==> src/rtl/hbc_pkg.sv <==
// Types and constants shared by the buffer cache table modules.
package hbc_pkg;

  localparam int unsigned DevW = 4;
  localparam int unsigned BlkW = 24;
  localparam int unsigned IdxW = 5;
  localparam int unsigned CntW = 8;
  localparam int unsigned StatW = 3;
  localparam int unsigned BktW = 4;
  localparam int unsigned RankW = 8;

  typedef enum logic [1:0] {
    MODE_GET     = 2'd0,
    MODE_RELEASE = 2'd1,
    MODE_PIN     = 2'd2,
    MODE_UNPIN   = 2'd3
  } mode_t;

  typedef enum logic [StatW-1:0] {
    ST_HIT       = 3'd0,
    ST_MISS      = 3'd1,
    ST_NO_FREE   = 3'd2,
    ST_UNDERFLOW = 3'd3,
    ST_OVERFLOW  = 3'd4
  } status_t;

  typedef struct packed {
    logic [1:0]      mode;
    logic [DevW-1:0] device;
    logic [BlkW-1:0] block_number;
    logic [IdxW-1:0] buffer_index;
  } req_t;

  typedef struct packed {
    logic [StatW-1:0] status;
    logic [IdxW-1:0]  slot;
    logic [CntW-1:0]  reference_count;
  } rsp_t;

  // Candidate travelling along the chain of cells during the search sweep.
  typedef struct packed {
    logic            hit_found;
    logic [7:0]      hit_slot;
    logic [RankW-1:0] hit_rank;
    logic [CntW-1:0] hit_cnt;
    logic            hit_valid;
    logic            free_found;
    logic [7:0]      free_slot;
    logic [BktW-1:0] free_bkt;
    logic [RankW-1:0] free_rank;
  } cand_t;

  // Update command broadcast to every cell.
  typedef struct packed {
    logic            en_cnt;
    logic            en_tag;
    logic            en_valid;
    logic            en_mru;
    logic [7:0]      sel;
    logic [CntW-1:0] cnt;
    logic [DevW-1:0] dev;
    logic [BlkW-1:0] blk;
    logic [BktW-1:0] bkt;
    logic [RankW-1:0] old_rank;
  } upd_t;

endpackage

==> src/rtl/hbc_cell.sv <==
// One buffer slot: tag, count, valid, bucket and recency rank, plus its chain stage.
module hbc_cell #(
  parameter int unsigned SLOT = 0,
  parameter int unsigned NBUF = 32
) (
  input  logic              clk,
  input  logic              rst,
  input  hbc_pkg::cand_t    cand_in,
  output hbc_pkg::cand_t    cand_out,
  input  logic [hbc_pkg::DevW-1:0] q_dev,
  input  logic [hbc_pkg::BlkW-1:0] q_blk,
  input  logic [hbc_pkg::BktW-1:0] q_bkt,
  input  hbc_pkg::upd_t     upd,
  output logic [hbc_pkg::CntW-1:0] cnt_o,
  output logic [hbc_pkg::RankW-1:0] rank_o
);
  import hbc_pkg::*;

  logic [DevW-1:0]  tdev;
  logic [BlkW-1:0]  tblk;
  logic [CntW-1:0]  cnt;
  logic             vld;
  logic [BktW-1:0]  bkt;
  logic [RankW-1:0] rank;
  logic             me, match, better_hit, better_free;
  cand_t            cand_next;

  assign me = (upd.sel == 8'(SLOT));
  assign match = (bkt == q_bkt) && (tdev == q_dev) && (tblk == q_blk);
  assign better_hit = match && (!cand_in.hit_found || rank > cand_in.hit_rank);
  assign better_free = (cnt == '0) && (!cand_in.free_found || bkt < cand_in.free_bkt ||
                       (bkt == cand_in.free_bkt && rank < cand_in.free_rank));

  always_comb begin
    cand_next = cand_in;
    if (better_hit) begin
      cand_next.hit_found = 1'b1;
      cand_next.hit_slot  = 8'(SLOT);
      cand_next.hit_rank  = rank;
      cand_next.hit_cnt   = cnt;
      cand_next.hit_valid = vld;
    end
    if (better_free) begin
      cand_next.free_found = 1'b1;
      cand_next.free_slot  = 8'(SLOT);
      cand_next.free_bkt   = bkt;
      cand_next.free_rank  = rank;
    end
  end

  always_ff @(posedge clk) begin
    cand_out <= cand_next;
  end

  always_ff @(posedge clk) begin
    if (rst) begin
      tdev <= '0;
      tblk <= '0;
      cnt  <= '0;
      vld  <= 1'b0;
      bkt  <= '0;
      rank <= RankW'(SLOT);
    end else begin
      if (me && upd.en_cnt) cnt <= upd.cnt;
      if (me && upd.en_valid) vld <= 1'b1;
      if (me && upd.en_tag) begin
        tdev <= upd.dev;
        tblk <= upd.blk;
        bkt  <= upd.bkt;
      end
      if (upd.en_mru) begin
        if (me) rank <= RankW'(NBUF - 1);
        else if (rank > upd.old_rank) rank <= rank - 1'b1;
      end
    end
  end

  assign cnt_o = cnt;
  assign rank_o = rank;
endmodule

==> config.mk <==
export PLATFORM = sky130hd
export DESIGN_NAME = hbc_cell
export DESIGN_NICKNAME = d
export VERILOG_FILES = /design/src/rtl/hbc_pkg.sv /design/src/rtl/hbc_cell.sv
export SDC_FILE = /design/constraint.sdc
export NUM_CORES = 1
export LEC_CHECK = 0
export BUFFER_PORTS_ARGS = -buffer_cell sky130_fd_sc_hd__buf_2
export CAP_MARGIN = 20
export CORE_ASPECT_RATIO = 0.75
export CORE_MARGIN = 2
export CORE_UTILIZATION = 48
export CTS_BUF_LIST = sky130_fd_sc_hd__clkbuf_8
export DETAILED_ROUTE_END_ITERATION = 12
export HOLD_SLACK_MARGIN = 0.08
export PLACE_DENSITY = 0.82
export SYNTH_ARGS = -nofsm -noshare
export SYNTH_HDL_FRONTEND = slang
export SYNTH_SLANG_ARGS = --single-unit
==> constraint.sdc <==
create_clock -name clk -period 2.7 [get_ports clk]
set_input_delay 0.27 -clock clk [delete_from_list [all_inputs] [get_ports clk]]
set_output_delay 0.27 -clock clk [all_outputs]
set_load 0.02 [all_outputs]
==> Yosys cells after proc, flatten, opt, wreduce, memory -nomap -nowiden <==
Index checks and enable logic that the tools add are counted.
W data, S select, Z words.
{ "classes": {"addsub": 1, "n_lt_le_gt_ge": 4, "eq_ne": 4, "muxes": 4, "n_reduce_logical": 17} }
{ "ops": {"columns": ["op", "count"], "rows": [
  ["$eq A24 B24 Y1", 1],
  ["$mux W17", 1],
  ["$gt A8 B8 Y1", 2],
  ["$logic_not A8 Y1", 2],
  ["$mux W8", 2],
  ["$eq A4 B4 Y1", 3],
  ["$mux W12", 1],
  ["$logic_and A1 B1 Y1", 8],
  ["$lt A8 B8 Y1", 1],
  ["$sub A8 B1 Y8 const B", 1],
  ["$lt A4 B4 Y1", 1],
  ["$logic_or A1 B1 Y1", 3],
  ["$logic_not A1 Y1", 2],
  ["$reduce_and A2 Y1", 1],
  ["$reduce_bool A2 Y1", 1]
]} }
{ "word_totals": {"ff_bits": 96, "input_bits": 141, "output_inout_bits": 63, "elab_cells": 45} }

==> Longest topological paths before layout <==
Gate-level depths: netlist of run 1.
{ "logic_depth": {"depth_word": 5, "ltp_mapped": 9} }

==> Worst setup path before layout of run 1 <==
OpenSTA, ideal clock, no wires.
{ "synth_path": {"kind": "register to register", "from": "reg rank[5] (netlist: rank_o[5])", "to": "reg cand_out[10] (netlist name)", "arrival_time_ns": 2.183, "required_time_ns": 2.579, "slack_ns": 0.396, "stages_incl_launch_ff": 9, "path_buffers": 1, "cell_sequence": "dfxtp_1 > ha_1 > a21o_1 > a21o_1 > a211oi_1 > o31ai_1 > a31o_2 > buf_2 > mux2_4"} }
{ "synth_rtl": {"columns": ["item", "line", "source"], "rows": [
  ["from (decl)", "hbc_cell.sv:24", "logic [RankW-1:0] rank;"],
  ["from (signal assigned)", "hbc_cell.sv:62", "rank <= RankW'(SLOT);"],
  ["from (signal assigned)", "hbc_cell.sv:72", "if (me) rank <= RankW'(NBUF - 1);"],
  ["from (signal assigned)", "hbc_cell.sv:73", "else if (rank > upd.old_rank) rank <= rank - 1'b1;"],
  ["to (signal assigned)", "hbc_cell.sv:52", "cand_out <= cand_next;"],
  ["to (decl)", "hbc_cell.sv:9", "output hbc_pkg::cand_t cand_out,"]
]} }

==> Worst setup path in the final report of run 1 <==
{ "layout_path": {"from": "reg rank[7] (netlist: rank_o[7])", "to": "reg rank[7] (netlist: rank_o[7])"} }
{ "layout_via": {"elab_chain_cells": 3, "word_cells_on_any_way": 6, "cone_classes": "add/sub (1); order compare (1); mux (2); reduce/logical (2)"} }
{ "layout_lines": {"columns": ["item", "line"], "rows": [
  ["$sub A8 B1 Y8 or $gt A8 B8 Y1 (tied branches)", "hbc_cell.sv:73"],
  ["$mux W8 or $reduce_bool A2 Y1 (tied branches)", null],
  ["$mux W8 or $reduce_and A2 Y1 (tied branches)", null]
]} }
Several ways; a longest one is shown, not always the timed one. The select of a mux whose other input is x is not followed.
A chain may end at the register's enable or synchronous reset.

==> results.cfg, run 1 <==
[synthesis]
synthTopCellsByArea = dfxtp_1 44%, ha_1 8.0%, mux2_4 7.5%, nand2_1 7.0%, xor2_1 6.4%
synth_cell_type_count = 39
synthTopCellsByCount = 96 x dfxtp_1, 82 x nand2_1, 47 x a21oi_1
synth_edf_count = 0
synth.largest_area_cell = dfxtp_1
synth_area_mm2 = 0.004407
postSynthCellCount = 473
syn_avg_cell_area_um2 = 9.317
synthFlopType = dfxtp_1
synth_top_area_share_pct = 43.61
async_reset_ff_share_pct = 0
yosys_warnings = 0
yosysMostFrequentCell = dfxtp_1
syn_nets = 642
ys_ff_latch = 96
yosysSeqAreaShare_pct = 43.61

[worst_setup_path]
start_kind = register
setup.worst_path.end_class = register
timing.rr.start = rank_o[7]
required_ns = 2.99
crit_arrival_ns = 2.64
rr_endpoint = rank_o[7]
path_cells = ha_1, nand4_1, nor2_1, a211o_1, and2_4, or4_1, a31oi_1
crit_fanout = 9
cp_slowest_cell = dfxtp_1
r2r_cells = 7
endpoint = rank_o[7]
ff2ff_setup_slack_ns = 0.35
cp_slowest_stage_delay_ns = 0.56
critPathKind = register to register
critPathLaunch = rank_o[7]

[clock_tree]
clkTransAtPathRegs_ns = 0.10
clockBufferDepth = 2
cts_root_buf = clkbuf_8
htreeDepth = 3
cts_tree = yes
numCtsBuffers = 9
post-cts-setup-buffers = 0
cts.sinks = 96
clock_latency_ns = 0.36

[detailed_routing]
firstDrtPassIters = 4
vias = 4075
drt_wl_total_mm = 12.06
drc = 0
wire_per_inst_um = 14.99
ant_nets = 0
avgViaCountPerCell = 5.068
dr.first_iter.drc_count = 155

[sta]
hold_viol_final = 0
period_minus_slack_ns = 2.351
rsz0062_at_grt = no
fin_setup_tns_ns = 0
fin_skew_ns = 0.009968
slew_headroom_pct = 39.06
hold_slack_ns = 0.09732
setup_violations = 0
fin_crit_sh_pct = 87.09
fmax_mhz = 425.3
worst_pin_slew_ns = 0.9141
slew_violations = 0

[die]
design.die.area_mm2 = 0.009971
start_util_pct = 49.12
ioPinCount = 204
die_h_um = 86.98
rows = 30
die_w_um = 114.6
core_mm2 = 0.008971

[grt]
first_global_vias = 3984
grt_usage_pct = 24.08
antenna_found_initial = 0
grt_pass1_wl_mm = 18.92
grt_max_degree = 50
grt-ovfl-total = 0

[finish]
fill_cells = 752
multi_input_area_mm2 = 0.002290
drive_above_1_share_pct = 37.86
nets = 856
fin_cells = 804
diodes = 0
final_cell_area_mm2 = 0.005826
seqCellArea_mm2 = 0.001922
area_growth_pct = 32.20

[place]
detailed_place_hpwl_mm = 9.271
gp_congestion = 0.8705
numPortBuffers = 203
place_inst = 779
place_area_mm2 = 0.005548

[hold_path]
hold_path.class = input port to register
hold_depth = 2

[status]
status = finished, final reports clean

[job]
max-cap-violations = 0

[power]
p_leak_nw = 2.926
power_mw = 2.793
irDropWorstVdd_v = 0.0002944
p_per_area_mw_per_mm2 = 479.5
[state kept, by name (all words and copies together) (netlist names)]
signal / count
vld: 1
cand_out: 47
tdev: 4
cnt_o: 8
bkt: 4
tblk: 24
rank_o: 8
[power breakdown]
| group | switching, mW | total [mW] | internal [mW] | leakage, nW |
|---|---|---|---|---|
| clock network | 0.551 | 0.907 | 0.356 | 0.0903 |
| registers | 0.0215 | 1.47 | 1.45 | 0.784 |
| logic | 0.211 | 0.412 | 0.201 | 2.05 |
[cells in the final DEF, fill, tap and decap left out, drive strengths merged, types with 2 or more instances in the layout]
cell | synthesis | final
and2 | 18 | 18
a31oi | 3 | 3
nand3 | 9 | 9
a211oi | 6 | 6
nand2b | 6 | 6
mux2 | 27 | 27
buf | 5 | 213
or4 | 3 | 3
o21ai | 7 | 7
dlygate4sd3 | 0 | 9
nor3 | 2 | 2
inv | 28 | 32
mux2i | 2 | 2
a311o | 2 | 2
clkinvlp | 0 | 2
dfxtp | 96 | 96
a21o | 4 | 4
a31o | 2 | 2
nand4 | 8 | 8
nor2 | 13 | 13
o21a | 2 | 2
a21oi | 47 | 47
nor2b | 4 | 4
o211ai | 5 | 5
clkbuf | 14 | 9
nand2 | 82 | 82
ha | 28 | 28
nor4 | 12 | 12
xor2 | 32 | 32
[through the flow]
stage	utilization, %	worst slack [ns]
4_1_cts	64.38	0.3798
3_3_place_gp	61.84	0.4801
6_report	64.94	0.3487
5_1_grt	64.94	0.2205
2_1_floorplan	-	0.3956
3_5_place_dp	61.84	0.4036
[final cells by class]
class | count | area share, %
Clock buffer | 9 | 2.126
Multi-Input combinational cell | 330 | 39.30
Timing Repair Buffer | 222 | 20.27
Inverter | 28 | 1.804
Sequential cell | 96 | 32.99
Clock inverter | 7 | 1.095
Tap cell | 112 | 2.405
[worst min path at each step]
stage                startpoint      endpoint  slack, ns
floorplan           cand_in[20]  cand_out[20]       0.37
global placement            vld           vld       0.44
detailed placement          vld           vld       0.46
CTS                 cand_in[12]  cand_out[12]       0.08
global route        cand_in[20]  cand_out[20]       0.08
finish              cand_in[20]  cand_out[20]        0.1
[worst max-delay path, delay by kind of cell, from the launching register on]
family	cells	cell delay (ns)
AND/OR/NAND/NOR	4	0.92
AO/OA/AOI/OAI	2	0.48
flip-flops	1	0.56
adder cells (fa/ha/maj)	1	0.33
[cells by family after synthesis]
| group | Yosys count | synth area share [%] |
|---|---|---|
| flops | 96 | 43.61 |
| mux | 29 | 9.228 |
| xor+xnor | 32 | 6.360 |
| simple gates | 160 | 17.23 |
| compound gates | 81 | 11.19 |
| buf+inv | 47 | 4.429 |
| fa+ha+maj | 28 | 7.950 |
[metal layers]
layer | wire (um) | part of all wire (%) | GRT usage [%]
met5 | 0 | 0 | 0
met4 | 194 | 1.6 | 7.206
met3 | 702 | 5.8 | 6.611
met2 | 5846 | 48 | 41.10
met1 | 5312 | 44 | 29.87
[timing repair]
item | in CTS | in global routing
hold buffers | 4 | 5
hold endpoints to repair | 4 | 5
gates resized for setup | 0 | 0
Power figures use the tool's default switching activity.
==> inputs of run 2 (changes only) <==
--- a/config.mk
+++ b/config.mk
@@ -5,11 +5,12 @@
 export SDC_FILE = /design/constraint.sdc
 export NUM_CORES = 1
 export LEC_CHECK = 0
+export ABC_AREA = 1
 export BUFFER_PORTS_ARGS = -buffer_cell sky130_fd_sc_hd__buf_2
 export CAP_MARGIN = 20
 export CORE_ASPECT_RATIO = 0.75
 export CORE_MARGIN = 2
-export CORE_UTILIZATION = 48
+export CORE_UTILIZATION = 49
 export CTS_BUF_LIST = sky130_fd_sc_hd__clkbuf_8
 export DETAILED_ROUTE_END_ITERATION = 12
 export HOLD_SLACK_MARGIN = 0.08
==> run 2 against run 1 <==
Net effect: critical path depth is 2 higher; area after synthesis is 6.3% higher; largest power group unchanged; clock skew is 0.0032 ns lower; worst setup slack better by 0.32 ns; flip-flop and latch count stayed put; non-clock buffer count is 13 lower; critical path type unchanged; register-to-register slack better by 0.32 ns; via count is 13% higher.
==> results.cfg, run 2 <==
[sta]
hold_slack_ns = 0.1090
fin_crit_sh_pct = 75.14
rsz0062_at_grt = no
slew_violations = 0
hold_viol_final = 0
fmax_mhz = 492.9
fin_skew_ns = 0.006797
slew_headroom_pct = 58.46
worst_pin_slew_ns = 0.6209
timing.final.ws_setup_ns = 0.6712
setup_violations = 0
period_minus_slack_ns = 2.029
fin_setup_tns_ns = 0

[clock_tree]
clkTransAtPathRegs_ns = 0.10
numCtsBuffers = 9
clockBufferDepth = 2
post-cts-setup-buffers = 0
cts_root_buf = clkbuf_8
cts.sinks = 96
clock_latency_ns = 0.36
post_cts_resized = 0
cts_tree = yes
htreeDepth = 3

[synthesis]
yosysSeqAreaShare_pct = 41.01
synthAdderAreaFrac_pct = 7.477
synth_top_area_share_pct = 41.01
synth_area_mm2 = 0.004686
postSynthCellCount = 643
synth_top_family_by_area = simple AND/OR/NAND/NOR gates
synthTopCellsByArea = dfxtp_1 41%, nand2_1 10%, nor2_1 9.5%, ha_1 7.5%, inv_1 5.5%
syn_nets = 812
synthMuxAreaShare_pct = 0
synth-simple-area-share_pct = 30.01
synth_xor_area_share_pct = 4.673
syn_avg_cell_area_um2 = 7.287
async_reset_ff_share_pct = 0
synthFlopType = dfxtp_1
synthTopCellsByCount = 131 x nand2_1, 119 x nor2_1, 96 x dfxtp_1
synth_compound_area_share_pct = 8.171
yosys_warnings = 0
ys_ff_latch = 96
synth.largest_area_cell = dfxtp_1
synth_cell_type_count = 38
synth_edf_count = 0
yosysMostFrequentCell = nand2_1

[die]
die_w_um = 116.9
ioPinCount = 204
die_h_um = 88.69
start_util_pct = 51.16
design.die.area_mm2 = 0.01037
rows = 30
core_mm2 = 0.009159

[grt]
grt_pass1_wl_mm = 18.84
grt_max_degree = 47
grt-ovfl-total = 0
antenna_found_initial = 0
first_global_vias = 4162
grt_usage_pct = 23.18

[detailed_routing]
ant_nets = 0
vias = 4625
drc = 0
dr.first_iter.drc_count = 330
avgViaCountPerCell = 4.729
wire_per_inst_um = 12.43
drt_wl_total_mm = 12.15
firstDrtPassIters = 5

[place]
detailed_place_hpwl_mm = 9.567
numPortBuffers = 203
gp_congestion = 0.8518
place_area_mm2 = 0.005787
post-place-ws_ns = 0.7004

[finish]
regMostFlops = cand_out
layout_commonest_cell = buf_2
drive_above_1_share_pct = 29.29
largest_register_ffs = 47
fill_cells = 839
fin_util_pct = 65.52
nets = 1014
final_cell_area_mm2 = 0.006001
diodes = 0
layout_common_cells = 203 x buf_2, 131 x nand2_1, 119 x nor2_1
area_growth_pct = 28.06
seqCellArea_mm2 = 0.001922
multi_input_area_mm2 = 0.002359
largestRegisters = cand_out: 47 flops, tblk: 24 flops

[worst_setup_path]
setup.worst_path.end_class = register
critPathKind = register to register
crit_fanout = 14
required_ns = 2.94
start_kind = register
r2r_cells = 9
crit_arrival_ns = 2.27

[power]
p_leak_nw = 3.293
p_per_area_mw_per_mm2 = 460.1
irDropWorstVdd_v = 0.0003314

[job]
max-cap-violations = 0

[hold_path]
hold_depth = 3
hold_path.class = input port to register

[status]
status = finished, final reports clean
==> run 2: changes by cell type after synthesis, sizes merged, moves of 14 or more <==
cell	previous run	this run
nor2	13	127
nand2	82	136
inv	28	77
nand3	9	46
o21ai	7	41
mux2	27	0
a21oi	47	28
and2	18	1
xor2	32	18
==> run 2: cell type report <==
type	instances	area share, %
multi-input combinational	451	39.30
inverter	78	4.879
clock inverter	7	1.334
sequential	96	32.03
tap	128	2.669
clock buffer	9	2.064
timing repair buffer	209	17.72
==> run 2: timing repair <==
item	in CTS	in global routing
endpoints found under the hold margin	0	1
endpoints found under the setup margin	0	0
hold buffers	0	1
==> run 2: metrics by stage <==
step                power (mW)  std cells
floorplan                1.666        643
global placement         1.828        961
detailed placement       1.834        961
CTS                      2.791        977
global route             2.906        978
finish                   2.761        978
==> run 2: cells by family after synthesis <==
kind of cell	Yosys count
AND/OR/NAND/NOR	324
buffers and inverters	96
flip-flops	96
AO/OA/AOI/OAI	74
adder cells (fa/ha/maj)	28
XOR/XNOR	25
==> run 2: where the power goes <==
group / leakage [nW] / total [mW] / internal [mW] / switching [mW]
Clock: 0.102 / 0.959 / 0.440 / 0.519
Combinational: 2.41 / 0.345 / 0.156 / 0.189
Sequential: 0.784 / 1.46 / 1.45 / 0.0113
Total: 3.29 / 2.76 / 2.04 / 0.720
==> run 2: final timing paths <==
path               start  slack [ns]           end
min reg2reg     tblk[17]        0.47      tblk[17]
max            rank_o[5]        0.67  cand_out[14]
max reg2reg    rank_o[5]        0.67  cand_out[14]
min          cand_in[27]        0.11  cand_out[27]
==> run 2: worst max-delay path, cell delays in order (launching register included) <==
cell	delay [ns]
dfxtp_1	0.59
ha_1	0.33
a21oi_1	0.13
nor2_1	0.05
nor2_1	0.09
nand2_1	0.06
nand2_1	0.08
nand2_2	0.22
inv_1	0.29
nor2_1	0.07
==> run 2: metal layers <==
| layer | vias up | routed length, um | global-route usage (%) |
|---|---|---|---|
| met2 | 178 | 5509 | 38.26 |
| met5 | - | 0 | 0 |
| li1 | 2420 | - | - |
| met4 | 0 | 216 | 7.273 |
| met3 | 20 | 1076 | 6.575 |
| met1 | 2007 | 5351 | 29.60 |
